==> config.mk <==
export PLATFORM = sky130hd
export DESIGN_NAME = termcap_escape_decoder
export DESIGN_NICKNAME = d
export VERILOG_FILES = /design/src/sv/ted_pkg.sv /design/src/sv/ted_decode.sv /design/src/sv/ted_outbuf.sv /design/src/sv/termcap_escape_decoder.sv
export SDC_FILE = /design/constraint.sdc
export NUM_CORES = 1
export LEC_CHECK = 0
export BUFFER_PORTS_ARGS = -buffer_cell sky130_fd_sc_hd__clkbuf_2
export CORE_MARGIN = 2
export CORE_UTILIZATION = 40
export CTS_CLUSTER_SIZE = 8
export DETAILED_ROUTE_END_ITERATION = 6
export HOLD_SLACK_MARGIN = 0.12
export RECOVER_POWER = 100
export SYNTH_ARGS = -nofsm -noshare
export SYNTH_HDL_FRONTEND = slang
export SYNTH_SLANG_ARGS = --single-unit
==> constraint.sdc <==
create_clock -name i_clk -period 6.6 [get_ports i_clk]
set_input_delay 0 -clock i_clk [delete_from_list [all_inputs] [get_ports i_clk]]
set_output_delay 0 -clock i_clk [all_outputs]
set_load 0.01 [all_outputs]
==> src/sv/ted_pkg.sv <==
// Shared types and constants for the termcap escape decoder.
`timescale 1ns / 1ps

package ted_pkg;

    // Decode modes
    localparam logic [2:0] MODE_NORMAL = 3'd0;
    localparam logic [2:0] MODE_SKIP   = 3'd1;
    localparam logic [2:0] MODE_BSL    = 3'd2;
    localparam logic [2:0] MODE_CARET  = 3'd3;
    localparam logic [2:0] MODE_OCTAL  = 3'd4;

    // Characters recognized in the entry text
    localparam logic [7:0] CH_BSL   = 8'h5C;
    localparam logic [7:0] CH_CARET = 8'h5E;
    localparam logic [7:0] CH_COLON = 8'h3A;
    localparam logic [7:0] CH_SPACE = 8'h20;
    localparam logic [7:0] CH_TAB   = 8'h09;
    localparam logic [7:0] CH_UP_E  = 8'h45;
    localparam logic [7:0] CH_LO_N  = 8'h6E;
    localparam logic [7:0] CH_LO_R  = 8'h72;
    localparam logic [7:0] CH_LO_T  = 8'h74;
    localparam logic [7:0] CH_LO_B  = 8'h62;
    localparam logic [7:0] CH_LO_F  = 8'h66;
    localparam logic [7:0] CH_ZERO  = 8'h30;
    localparam logic [7:0] CH_ONE   = 8'h31;
    localparam logic [7:0] CH_SEVEN = 8'h37;
    localparam logic [7:0] CH_UP_A  = 8'h41;
    localparam logic [7:0] CH_UP_Z  = 8'h5A;

    // Decoded values of the escapes
    localparam logic [7:0] VAL_ESC = 8'd27;
    localparam logic [7:0] VAL_LF  = 8'd10;
    localparam logic [7:0] VAL_CR  = 8'd13;
    localparam logic [7:0] VAL_TAB = 8'd9;
    localparam logic [7:0] VAL_BS  = 8'd8;
    localparam logic [7:0] VAL_FF  = 8'd12;
    localparam logic [7:0] CTRL_BASE = 8'd64;   // 'A' - 1

    // Most result items one input item can cause
    localparam int MAX_RES = 3;

    typedef struct packed {
        logic [7:0] in_byte;
        logic       in_last;
    } t_in_item;

    typedef struct packed {
        logic [7:0] out_byte;
        logic       out_last;
    } t_out_item;

    // Results of one decode pass
    typedef struct packed {
        t_out_item [MAX_RES-1:0] items;
        logic [1:0]              cnt;
    } t_dec;

endpackage

==> src/sv/ted_decode.sv <==
// Decode logic: one raw byte plus current mode to up to three result items.
`timescale 1ns / 1ps

module ted_decode (
    input  ted_pkg::t_in_item i_item,
    input  logic [2:0]        i_mode,
    input  logic [7:0]        i_oct,
    output ted_pkg::t_dec     o_dec,
    output logic [2:0]        o_mode,
    output logic [7:0]        o_oct
);
    import ted_pkg::*;

    logic [7:0] b;
    t_dec       dec;
    logic [2:0] mode;
    logic [7:0] oct;

    assign b = i_item.in_byte;

    always_comb begin
        dec  = '0;
        mode = i_mode;
        oct  = i_oct;

        unique case (i_mode)
            MODE_SKIP: begin
                if (b != CH_SPACE && b != CH_TAB) begin
                    mode = MODE_NORMAL;
                end
            end
            MODE_BSL: begin
                mode = MODE_NORMAL;
                unique case (b)
                    CH_UP_E: begin dec.items[dec.cnt] = '{VAL_ESC, 1'b0}; dec.cnt += 2'd1; end
                    CH_LO_N: begin dec.items[dec.cnt] = '{VAL_LF, 1'b0};  dec.cnt += 2'd1; end
                    CH_LO_R: begin dec.items[dec.cnt] = '{VAL_CR, 1'b0};  dec.cnt += 2'd1; end
                    CH_LO_T: begin dec.items[dec.cnt] = '{VAL_TAB, 1'b0}; dec.cnt += 2'd1; end
                    CH_LO_B: begin dec.items[dec.cnt] = '{VAL_BS, 1'b0};  dec.cnt += 2'd1; end
                    CH_LO_F: begin dec.items[dec.cnt] = '{VAL_FF, 1'b0};  dec.cnt += 2'd1; end
                    CH_ZERO, CH_ONE: begin
                        oct  = {7'd0, b[0]};
                        mode = MODE_OCTAL;
                    end
                    default: begin
                        // pass the backslash, then decode the byte afresh
                        dec.items[dec.cnt] = '{CH_BSL, 1'b0};
                        dec.cnt += 2'd1;
                    end
                endcase
            end
            MODE_CARET: begin
                if (b >= CH_UP_A && b <= CH_UP_Z) begin
                    dec.items[dec.cnt] = '{b - CTRL_BASE, 1'b0};
                    dec.cnt += 2'd1;
                    mode = MODE_NORMAL;
                end else begin
                    dec.items[dec.cnt] = '{CH_CARET, 1'b0};
                    dec.cnt += 2'd1;
                    mode = MODE_NORMAL;
                end
            end
            MODE_OCTAL: begin
                if (b >= CH_ZERO && b <= CH_SEVEN) begin
                    // value * 8 + digit, kept to eight bits
                    oct = {i_oct[4:0], b[2:0]};
                end else begin
                    dec.items[dec.cnt] = '{i_oct, 1'b0};
                    dec.cnt += 2'd1;
                    oct  = '0;
                    mode = MODE_NORMAL;
                end
            end
            default: mode = MODE_NORMAL;
        endcase

        // Decode the byte afresh where the mode dropped back to normal
        if (mode == MODE_NORMAL && !(i_mode == MODE_BSL && dec.cnt != 2'd0
                && dec.items[0].out_byte != CH_BSL)
                && !(i_mode == MODE_CARET && b >= CH_UP_A && b <= CH_UP_Z)) begin
            priority if (b == CH_BSL) begin
                mode = MODE_BSL;
            end else if (b == CH_CARET) begin
                mode = MODE_CARET;
            end else if (b == CH_COLON) begin
                dec.items[dec.cnt] = '{b, 1'b0};
                dec.cnt += 2'd1;
                mode = MODE_SKIP;
            end else begin
                dec.items[dec.cnt] = '{b, 1'b0};
                dec.cnt += 2'd1;
            end
        end

        // Flush anything pending and close the entry
        if (i_item.in_last) begin
            priority if (mode == MODE_BSL) begin
                dec.items[dec.cnt] = '{CH_BSL, 1'b0};
                dec.cnt += 2'd1;
            end else if (mode == MODE_CARET) begin
                dec.items[dec.cnt] = '{CH_CARET, 1'b0};
                dec.cnt += 2'd1;
            end else if (mode == MODE_OCTAL) begin
                dec.items[dec.cnt] = '{oct, 1'b0};
                dec.cnt += 2'd1;
            end
            dec.items[dec.cnt] = '{CH_COLON, 1'b1};
            dec.cnt += 2'd1;
            mode = MODE_NORMAL;
            oct  = '0;
        end
    end

    assign o_dec  = dec;
    assign o_mode = mode;
    assign o_oct  = oct;

endmodule

==> src/sv/ted_outbuf.sv <==
// Result register: holds the items of one decode pass and hands them out in order.
`timescale 1ns / 1ps

module ted_outbuf (
    input  logic               i_clk,
    input  logic               i_rst_n,
    input  logic               i_load,
    input  ted_pkg::t_dec      i_dec,
    input  logic               i_ready,
    output logic               o_free,
    output logic               o_valid,
    output ted_pkg::t_out_item o_item
);
    import ted_pkg::*;

    t_out_item [MAX_RES-1:0] r_items;
    logic [1:0]              r_cnt;
    logic [1:0]              r_idx;
    logic                    take;

    assign o_valid = (r_idx != r_cnt);
    assign take    = o_valid && i_ready;
    assign o_free  = !o_valid || (take && (r_idx + 2'd1 == r_cnt));
    assign o_item  = r_items[r_idx];

    // Hold the item payloads
    always_ff @(posedge i_clk) begin
        if (i_load) begin
            r_items <= i_dec.items;
        end
    end

    // Load a new set or advance the read index
    always_ff @(posedge i_clk) begin
        if (!i_rst_n) begin
            r_cnt <= '0;
            r_idx <= '0;
        end else if (i_load) begin
            r_cnt <= i_dec.cnt;
            r_idx <= '0;
        end else if (take) begin
            r_idx <= r_idx + 2'd1;
        end
    end

endmodule

==> src/sv/termcap_escape_decoder.sv <==
// Top level of the termcap escape decoder.
`timescale 1ns / 1ps
// Decodes the raw text of one termcap entry, one byte per item, into the
// bytes of the stripped entry: backslash escapes, octal runs, caret control
// codes and blanks after colons are resolved. The byte flagged in_last ends
// the entry; anything pending is flushed and a closing colon with out_last
// set is appended.
// Input channel: i_valid / o_ready carry i_item. Output channel:
// o_valid / i_ready carry o_item. Both are valid/ready handshakes.
// An input item is decoded in the cycle it is accepted and its zero to three
// result items land in the result register; the first is offered in the
// cycle after acceptance. The result register hands out one item per cycle
// while i_ready is high; an item holds it until all its results have left,
// so the decoder takes one item per cycle only while each causes one result at most.
// The next item is taken in the same cycle the last buffered result leaves.
// When the receiver stalls, results hold and o_ready drops once the buffered
// set cannot drain this cycle. Synchronous reset returns the mode to normal,
// clears the octal value and empties the result register.
module termcap_escape_decoder (
    input  logic               i_clk,
    input  logic               i_rst_n,
    input  logic               i_valid,
    output logic               o_ready,
    input  ted_pkg::t_in_item  i_item,
    output logic               o_valid,
    input  logic               i_ready,
    output ted_pkg::t_out_item o_item
);
    import ted_pkg::*;

    logic [2:0] r_mode;
    logic [7:0] r_oct;
    logic [2:0] n_mode;
    logic [7:0] n_oct;
    t_dec       dec;
    logic       free;
    logic       accept;

    assign o_ready = free;
    assign accept  = i_valid && free;

    ted_decode u_decode (
        .i_item (i_item),
        .i_mode (r_mode),
        .i_oct  (r_oct),
        .o_dec  (dec),
        .o_mode (n_mode),
        .o_oct  (n_oct)
    );

    ted_outbuf u_outbuf (
        .i_clk   (i_clk),
        .i_rst_n (i_rst_n),
        .i_load  (accept),
        .i_dec   (dec),
        .i_ready (i_ready),
        .o_free  (free),
        .o_valid (o_valid),
        .o_item  (o_item)
    );

    // Advance decode state on each accepted item
    always_ff @(posedge i_clk) begin
        if (!i_rst_n) begin
            r_mode <= MODE_NORMAL;
            r_oct  <= '0;
        end else if (accept) begin
            r_mode <= n_mode;
            r_oct  <= n_oct;
        end
    end

    // The end of an entry always yields at least the closing colon
    a_last_emits: assert property (@(posedge i_clk) disable iff (!i_rst_n)
        accept && i_item.in_last |=> o_valid)
        else $error("entry end produced no item");

    // The end of an entry leaves the decoder in its reset state
    a_last_clears: assert property (@(posedge i_clk) disable iff (!i_rst_n)
        accept && i_item.in_last |=> r_mode == MODE_NORMAL && r_oct == 8'd0)
        else $error("decode state not cleared at entry end");

    // An octal digit inside a run emits nothing
    a_octal_quiet: assert property (@(posedge i_clk) disable iff (!i_rst_n)
        accept && r_mode == MODE_OCTAL && !i_item.in_last
        && i_item.in_byte >= CH_ZERO && i_item.in_byte <= CH_SEVEN |=> !o_valid)
        else $error("octal digit produced an item");

endmodule
==> impl.org <==
** Placement
- The count of buffers added on input and output ports is 23.
- HPWL reported at the end of detailed placement :: 6.13 mm
- Placed cell count :: 434
- Routability-driven placement finished with a final weighted congestion of 0.924.

** Timing
- Clock Skews :: 4.14 ps
- Final total negative setup slack :: 0 ps
- Unrepaired setup endpoints after global routing :: no
- Max-slew violation count :: 35
- The number of hold-slack violations in the final timing report was 0.
- Tightest hold margin :: 244 ps
- Measured against its own limit, the worst slew margin works out to -9.41%.
- Worst Max-Slew Pin Slew :: 1640 ps
- Peak clock frequency supported by timing :: 215 MHz
- Time the worst path needs with I/O delays and setup :: 4650 ps
- Setup violations, final :: 0
- Fin crit share :: 70.4%

** Synth
- Most frequent cell after synthesis :: sky130_fd_sc_hd__nand2_1
- Top flip-flop cell by instance count after synthesis :: sky130_fd_sc_hd__edfxtp_1
- Adder-cell area share of the yosys netlist :: 4.11%
- Proportion of synthesized area in mux cells :: 4.40%
- Netlist Area Pre-Place :: 0.00305 sq mm
- Of all flip-flops after synthesis, the portion carrying an async set or reset was 0%.
- Counting instances in the post-synthesis netlist gives the leading cell types as sky130_fd_sc_hd__nand2_1, sky130_fd_sc_hd__edfxtp_1, sky130_fd_sc_hd__nor2_1.
- The Yosys step of the flow raised 0 warnings.
- The synthesized netlist devotes 24.2% of its cell area to compound gates.
- Yosys reg bits :: 42
- After Yosys synthesis, XOR and XNOR cells account for 2.30% of the synthesized area.
- Unique masters post-synth :: 73
- Gate Count Post-Synth :: 330
- Synth Area in Simple Gates :: 23.5%
- Of the post-synthesis cell area, the dominant cell type holds 26.6%.
- Dominant cells by area after synthesis :: sky130_fd_sc_hd__edfxtp_1, sky130_fd_sc_hd__dfxtp_1, sky130_fd_sc_hd__nand2_1
- Library cell with the largest summed area after synthesis :: sky130_fd_sc_hd__edfxtp_1
- Average size of a mapped cell :: 9.23 sq um
- Post-synth EDFFs :: 27
- Combinational family with the most area after synthesis :: compound AO/OA/AOI/OAI gates
- For this run, the register share of the synthesized area comes to 36.5%.
- Synthesized netlist net count :: 353

** Setup path
- Data required time at the worst endpoint :: 6630 ps
- Critical path class :: in -> reg
- Endpoint arrival time on the critical path :: 4680 ps
- STA classifies the critical path startpoint as a primary input.
- In this run the worst path has a maximum fanout of 17.
- Type of element capturing the critical path :: register

** Cells and area
- The area growth from synthesis to layout is 7.68%.
- Layout Utilization :: 44.7%
- The net count of the finished layout is 368.
- The repair_antennas step left the layout with diodes totalling 0.
- Leaving out filler cells and counting taps, the final layout contains 445.
- Share of final-layout standard cells stronger than drive strength 1 :: 10.7%

** CTS
- Clock latency of the later-clocked register in the worst-skew pair :: 290 ps
- Clk pin slew, worst setup/hold paths :: 80 ps
- TritonCTS clock tree :: yes
- The clock drives 42 sinks.
- The root buffer cell chosen for the clock tree is sky130_fd_sc_hd__clkbuf_8.
- Total clock buffers created by CTS :: 5
- Number of H-tree branching levels :: 2
- Maximum buffer depth of the clock tree :: 2
- Resized Gates After CTS :: 0

** Power and ir drop
- Internal power consumption :: 0.465 mW
- Power share of the combinational group :: 23.8%
- VDD sags by at most 72.3 uV.
- The clock network burns 23.7% of the power.
- In this run the static leakage power is 1.26 nW.
- Registers are responsible for 52.5% of the overall power.
- In this run the power density over the cells is 208 mW/mm^2.
- Share of total power consumed by net switching :: 31.6%
- Sw power :: 0.215 mW

** Outcome
- The final reports fail on max-capacitance violations, max-slew violations.
- Result of the run :: complete, but fails checks

** Routing
- Average via count per standard cell :: 6.07
- Via count :: 2703
- Final wirelength :: 8.16 mm
- In the routed design, unresolved DRC markers number 0.
- In the final routed layout, each cell accounts on average for 18.3 um.
- In this run the remaining antenna-violating nets after routing total 0.
- First-pass iteration count of the detailed router :: 6
- In this run, the number of DRC markers left after iteration 0 of detailed routing was 356.

** Die
- Die width :: 91.3 um
- Top-level I/O count :: 24
- Starting utilization of the core area :: 41.5%
- In this run the vertical extent of the chip is 91.3 um.
- Core area :: 0.00733 sq mm
- Number of placement rows :: 31
- The floorplan step defined a die boundary enclosing 0.00833 sq mm.

** Global routing
- Entering global routing, the biggest net connects 35 pins.
- Leftover overflow at the end of global routing :: 0
- Number of antenna violations at the first check in global routing :: 0
- The first global-routing pass estimated 13.2 mm of wire.
- Vias in the first global route :: 2510
- For this run, the total global-route usage over all layers was measured as 20.0%.

** Run
- Number of maximum-capacitance constraint violations :: 1

** Worst hold path
- The tightest min-delay check is of the in -> reg type.
[metal layers]
| layer | global-route usage (%) | wire [um] |
|---|---|---|
| met4 | 7.20 | 152 |
| met2 | 33.1 | 3900 |
| met1 | 26.6 | 3530 |
| met5 | 0 | 0 |
| met3 | 2.99 | 580 |
[timing repair]
item | 4_1_cts | 5_1_grt
buffers inserted | 0 | 0
endpoints found under the hold margin | 4 | 0
hold buffers | 3 | 0
[cell usage in the layout (no fill, tap or decap), types with 4 or more instances in the layout]
| master | n |
|---|---|
| sky130_fd_sc_hd__nand3_1 | 4 |
| sky130_fd_sc_hd__clkbuf_8 | 5 |
| sky130_fd_sc_hd__o2bb2ai_1 | 9 |
| sky130_fd_sc_hd__ha_1 | 10 |
| sky130_fd_sc_hd__o21ai_0 | 19 |
| sky130_fd_sc_hd__clkbuf_1 | 13 |
| sky130_fd_sc_hd__a21oi_1 | 12 |
| sky130_fd_sc_hd__and3_1 | 6 |
| sky130_fd_sc_hd__and3b_1 | 4 |
| sky130_fd_sc_hd__xnor2_1 | 5 |
| sky130_fd_sc_hd__clkbuf_2 | 12 |
| sky130_fd_sc_hd__or3_1 | 4 |
| sky130_fd_sc_hd__dfxtp_1 | 15 |
| sky130_fd_sc_hd__nor3_1 | 6 |
| sky130_fd_sc_hd__and2_1 | 4 |
| sky130_fd_sc_hd__a22oi_1 | 7 |
| sky130_fd_sc_hd__nand2_1 | 45 |
| sky130_fd_sc_hd__nor2b_1 | 4 |
| sky130_fd_sc_hd__edfxtp_1 | 27 |
| sky130_fd_sc_hd__mux2i_1 | 13 |
| sky130_fd_sc_hd__nor2_1 | 21 |
| sky130_fd_sc_hd__inv_1 | 12 |
[final timing paths]
kind,startpoint,to,slack [ps],depth (start not counted)
worst max-delay path,i_item[7],u_outbuf.r_items[17],1950,18
worst min-delay path,i_item[0],u_outbuf.r_items[23],240,2
worst max register to register,r_mode[2],u_outbuf.r_items[17],2230,14
worst min register to register,r_oct[6],r_oct[6],510,1
[power groups by stage]
| stage | logic (mW) | registers (mW) | clock network (mW) |
|---|---|---|---|
| 2_1_floorplan | 0.122 | 0.350 | 0 |
| 3_3_place_gp | 0.169 | 0.361 | 0 |
| 3_5_place_dp | 0.171 | 0.362 | 0 |
| 4_1_cts | 0.172 | 0.356 | 0.166 |
| 5_1_grt | 0.181 | 0.363 | 0.177 |
| 6_report | 0.162 | 0.358 | 0.161 |
[kinds of logic (layout without fill, tap and decap cells)]
| logic type | after synthesis | count (layout) |
|---|---|---|
| and+or+nand+nor | 127 | 127 |
| AOI/OAI and AO/OA | 96 | 96 |
| DFF | 42 | 42 |
| buffers and inverters | 34 | 50 |
| muxes | 13 | 13 |
| adders and majority gates | 10 | 10 |
| xor gates and xnor gates | 8 | 8 |
[final cells by class]
cell class / instances / area (sq um)
Fill cell: 712 / 4050
Multi-Input combinational cell: 254 / 1770
Sequential cell: 42 / 1110
Timing Repair Buffer: 27 / 135
Tap cell: 99 / 124
Clock buffer: 6 / 72.6
Inverter: 15 / 56.3
Clock inverter: 2 / 13.8
[critical path: stages]
cell	delay, ps
sky130_fd_sc_hd__dlygate4sd3_1	530
sky130_fd_sc_hd__clkbuf_1	190
sky130_fd_sc_hd__inv_1	140
sky130_fd_sc_hd__ha_1	210
sky130_fd_sc_hd__and4b_4	290
sky130_fd_sc_hd__and3_1	540
sky130_fd_sc_hd__or2_0	650
sky130_fd_sc_hd__nor3_1	160
sky130_fd_sc_hd__mux2i_1	160
sky130_fd_sc_hd__o21ai_0	240
sky130_fd_sc_hd__inv_1	150
sky130_fd_sc_hd__ha_1	320
sky130_fd_sc_hd__mux2i_1	260
sky130_fd_sc_hd__ha_1	340
sky130_fd_sc_hd__nor2_1	100
sky130_fd_sc_hd__a21oi_1	210
sky130_fd_sc_hd__nor2_1	60
sky130_fd_sc_hd__o2bb2ai_1	120
[state kept, by name, summed over array words and instances (netlist names)]
| name | flops |
|---|---|
| u_outbuf.r_idx | 2 |
| r_mode | 3 |
| r_oct | 8 |
| u_outbuf.r_cnt | 2 |
| u_outbuf.r_items | 27 |
[per-stage QoR]
| stage | setup WS (ps) | area (sq um) | total power, mW |
|---|---|---|---|
| detailed placement | 2660 | 3200 | 0.533 |
| finish | 1950 | 3280 | 0.681 |
| CTS | 2440 | 3310 | 0.695 |
| global placement | 2730 | 3200 | 0.530 |
| global route | 1620 | 3280 | 0.721 |
| floorplan | 3240 | 3050 | 0.472 |
No activity file was read; power rests on OpenSTA's default activity.
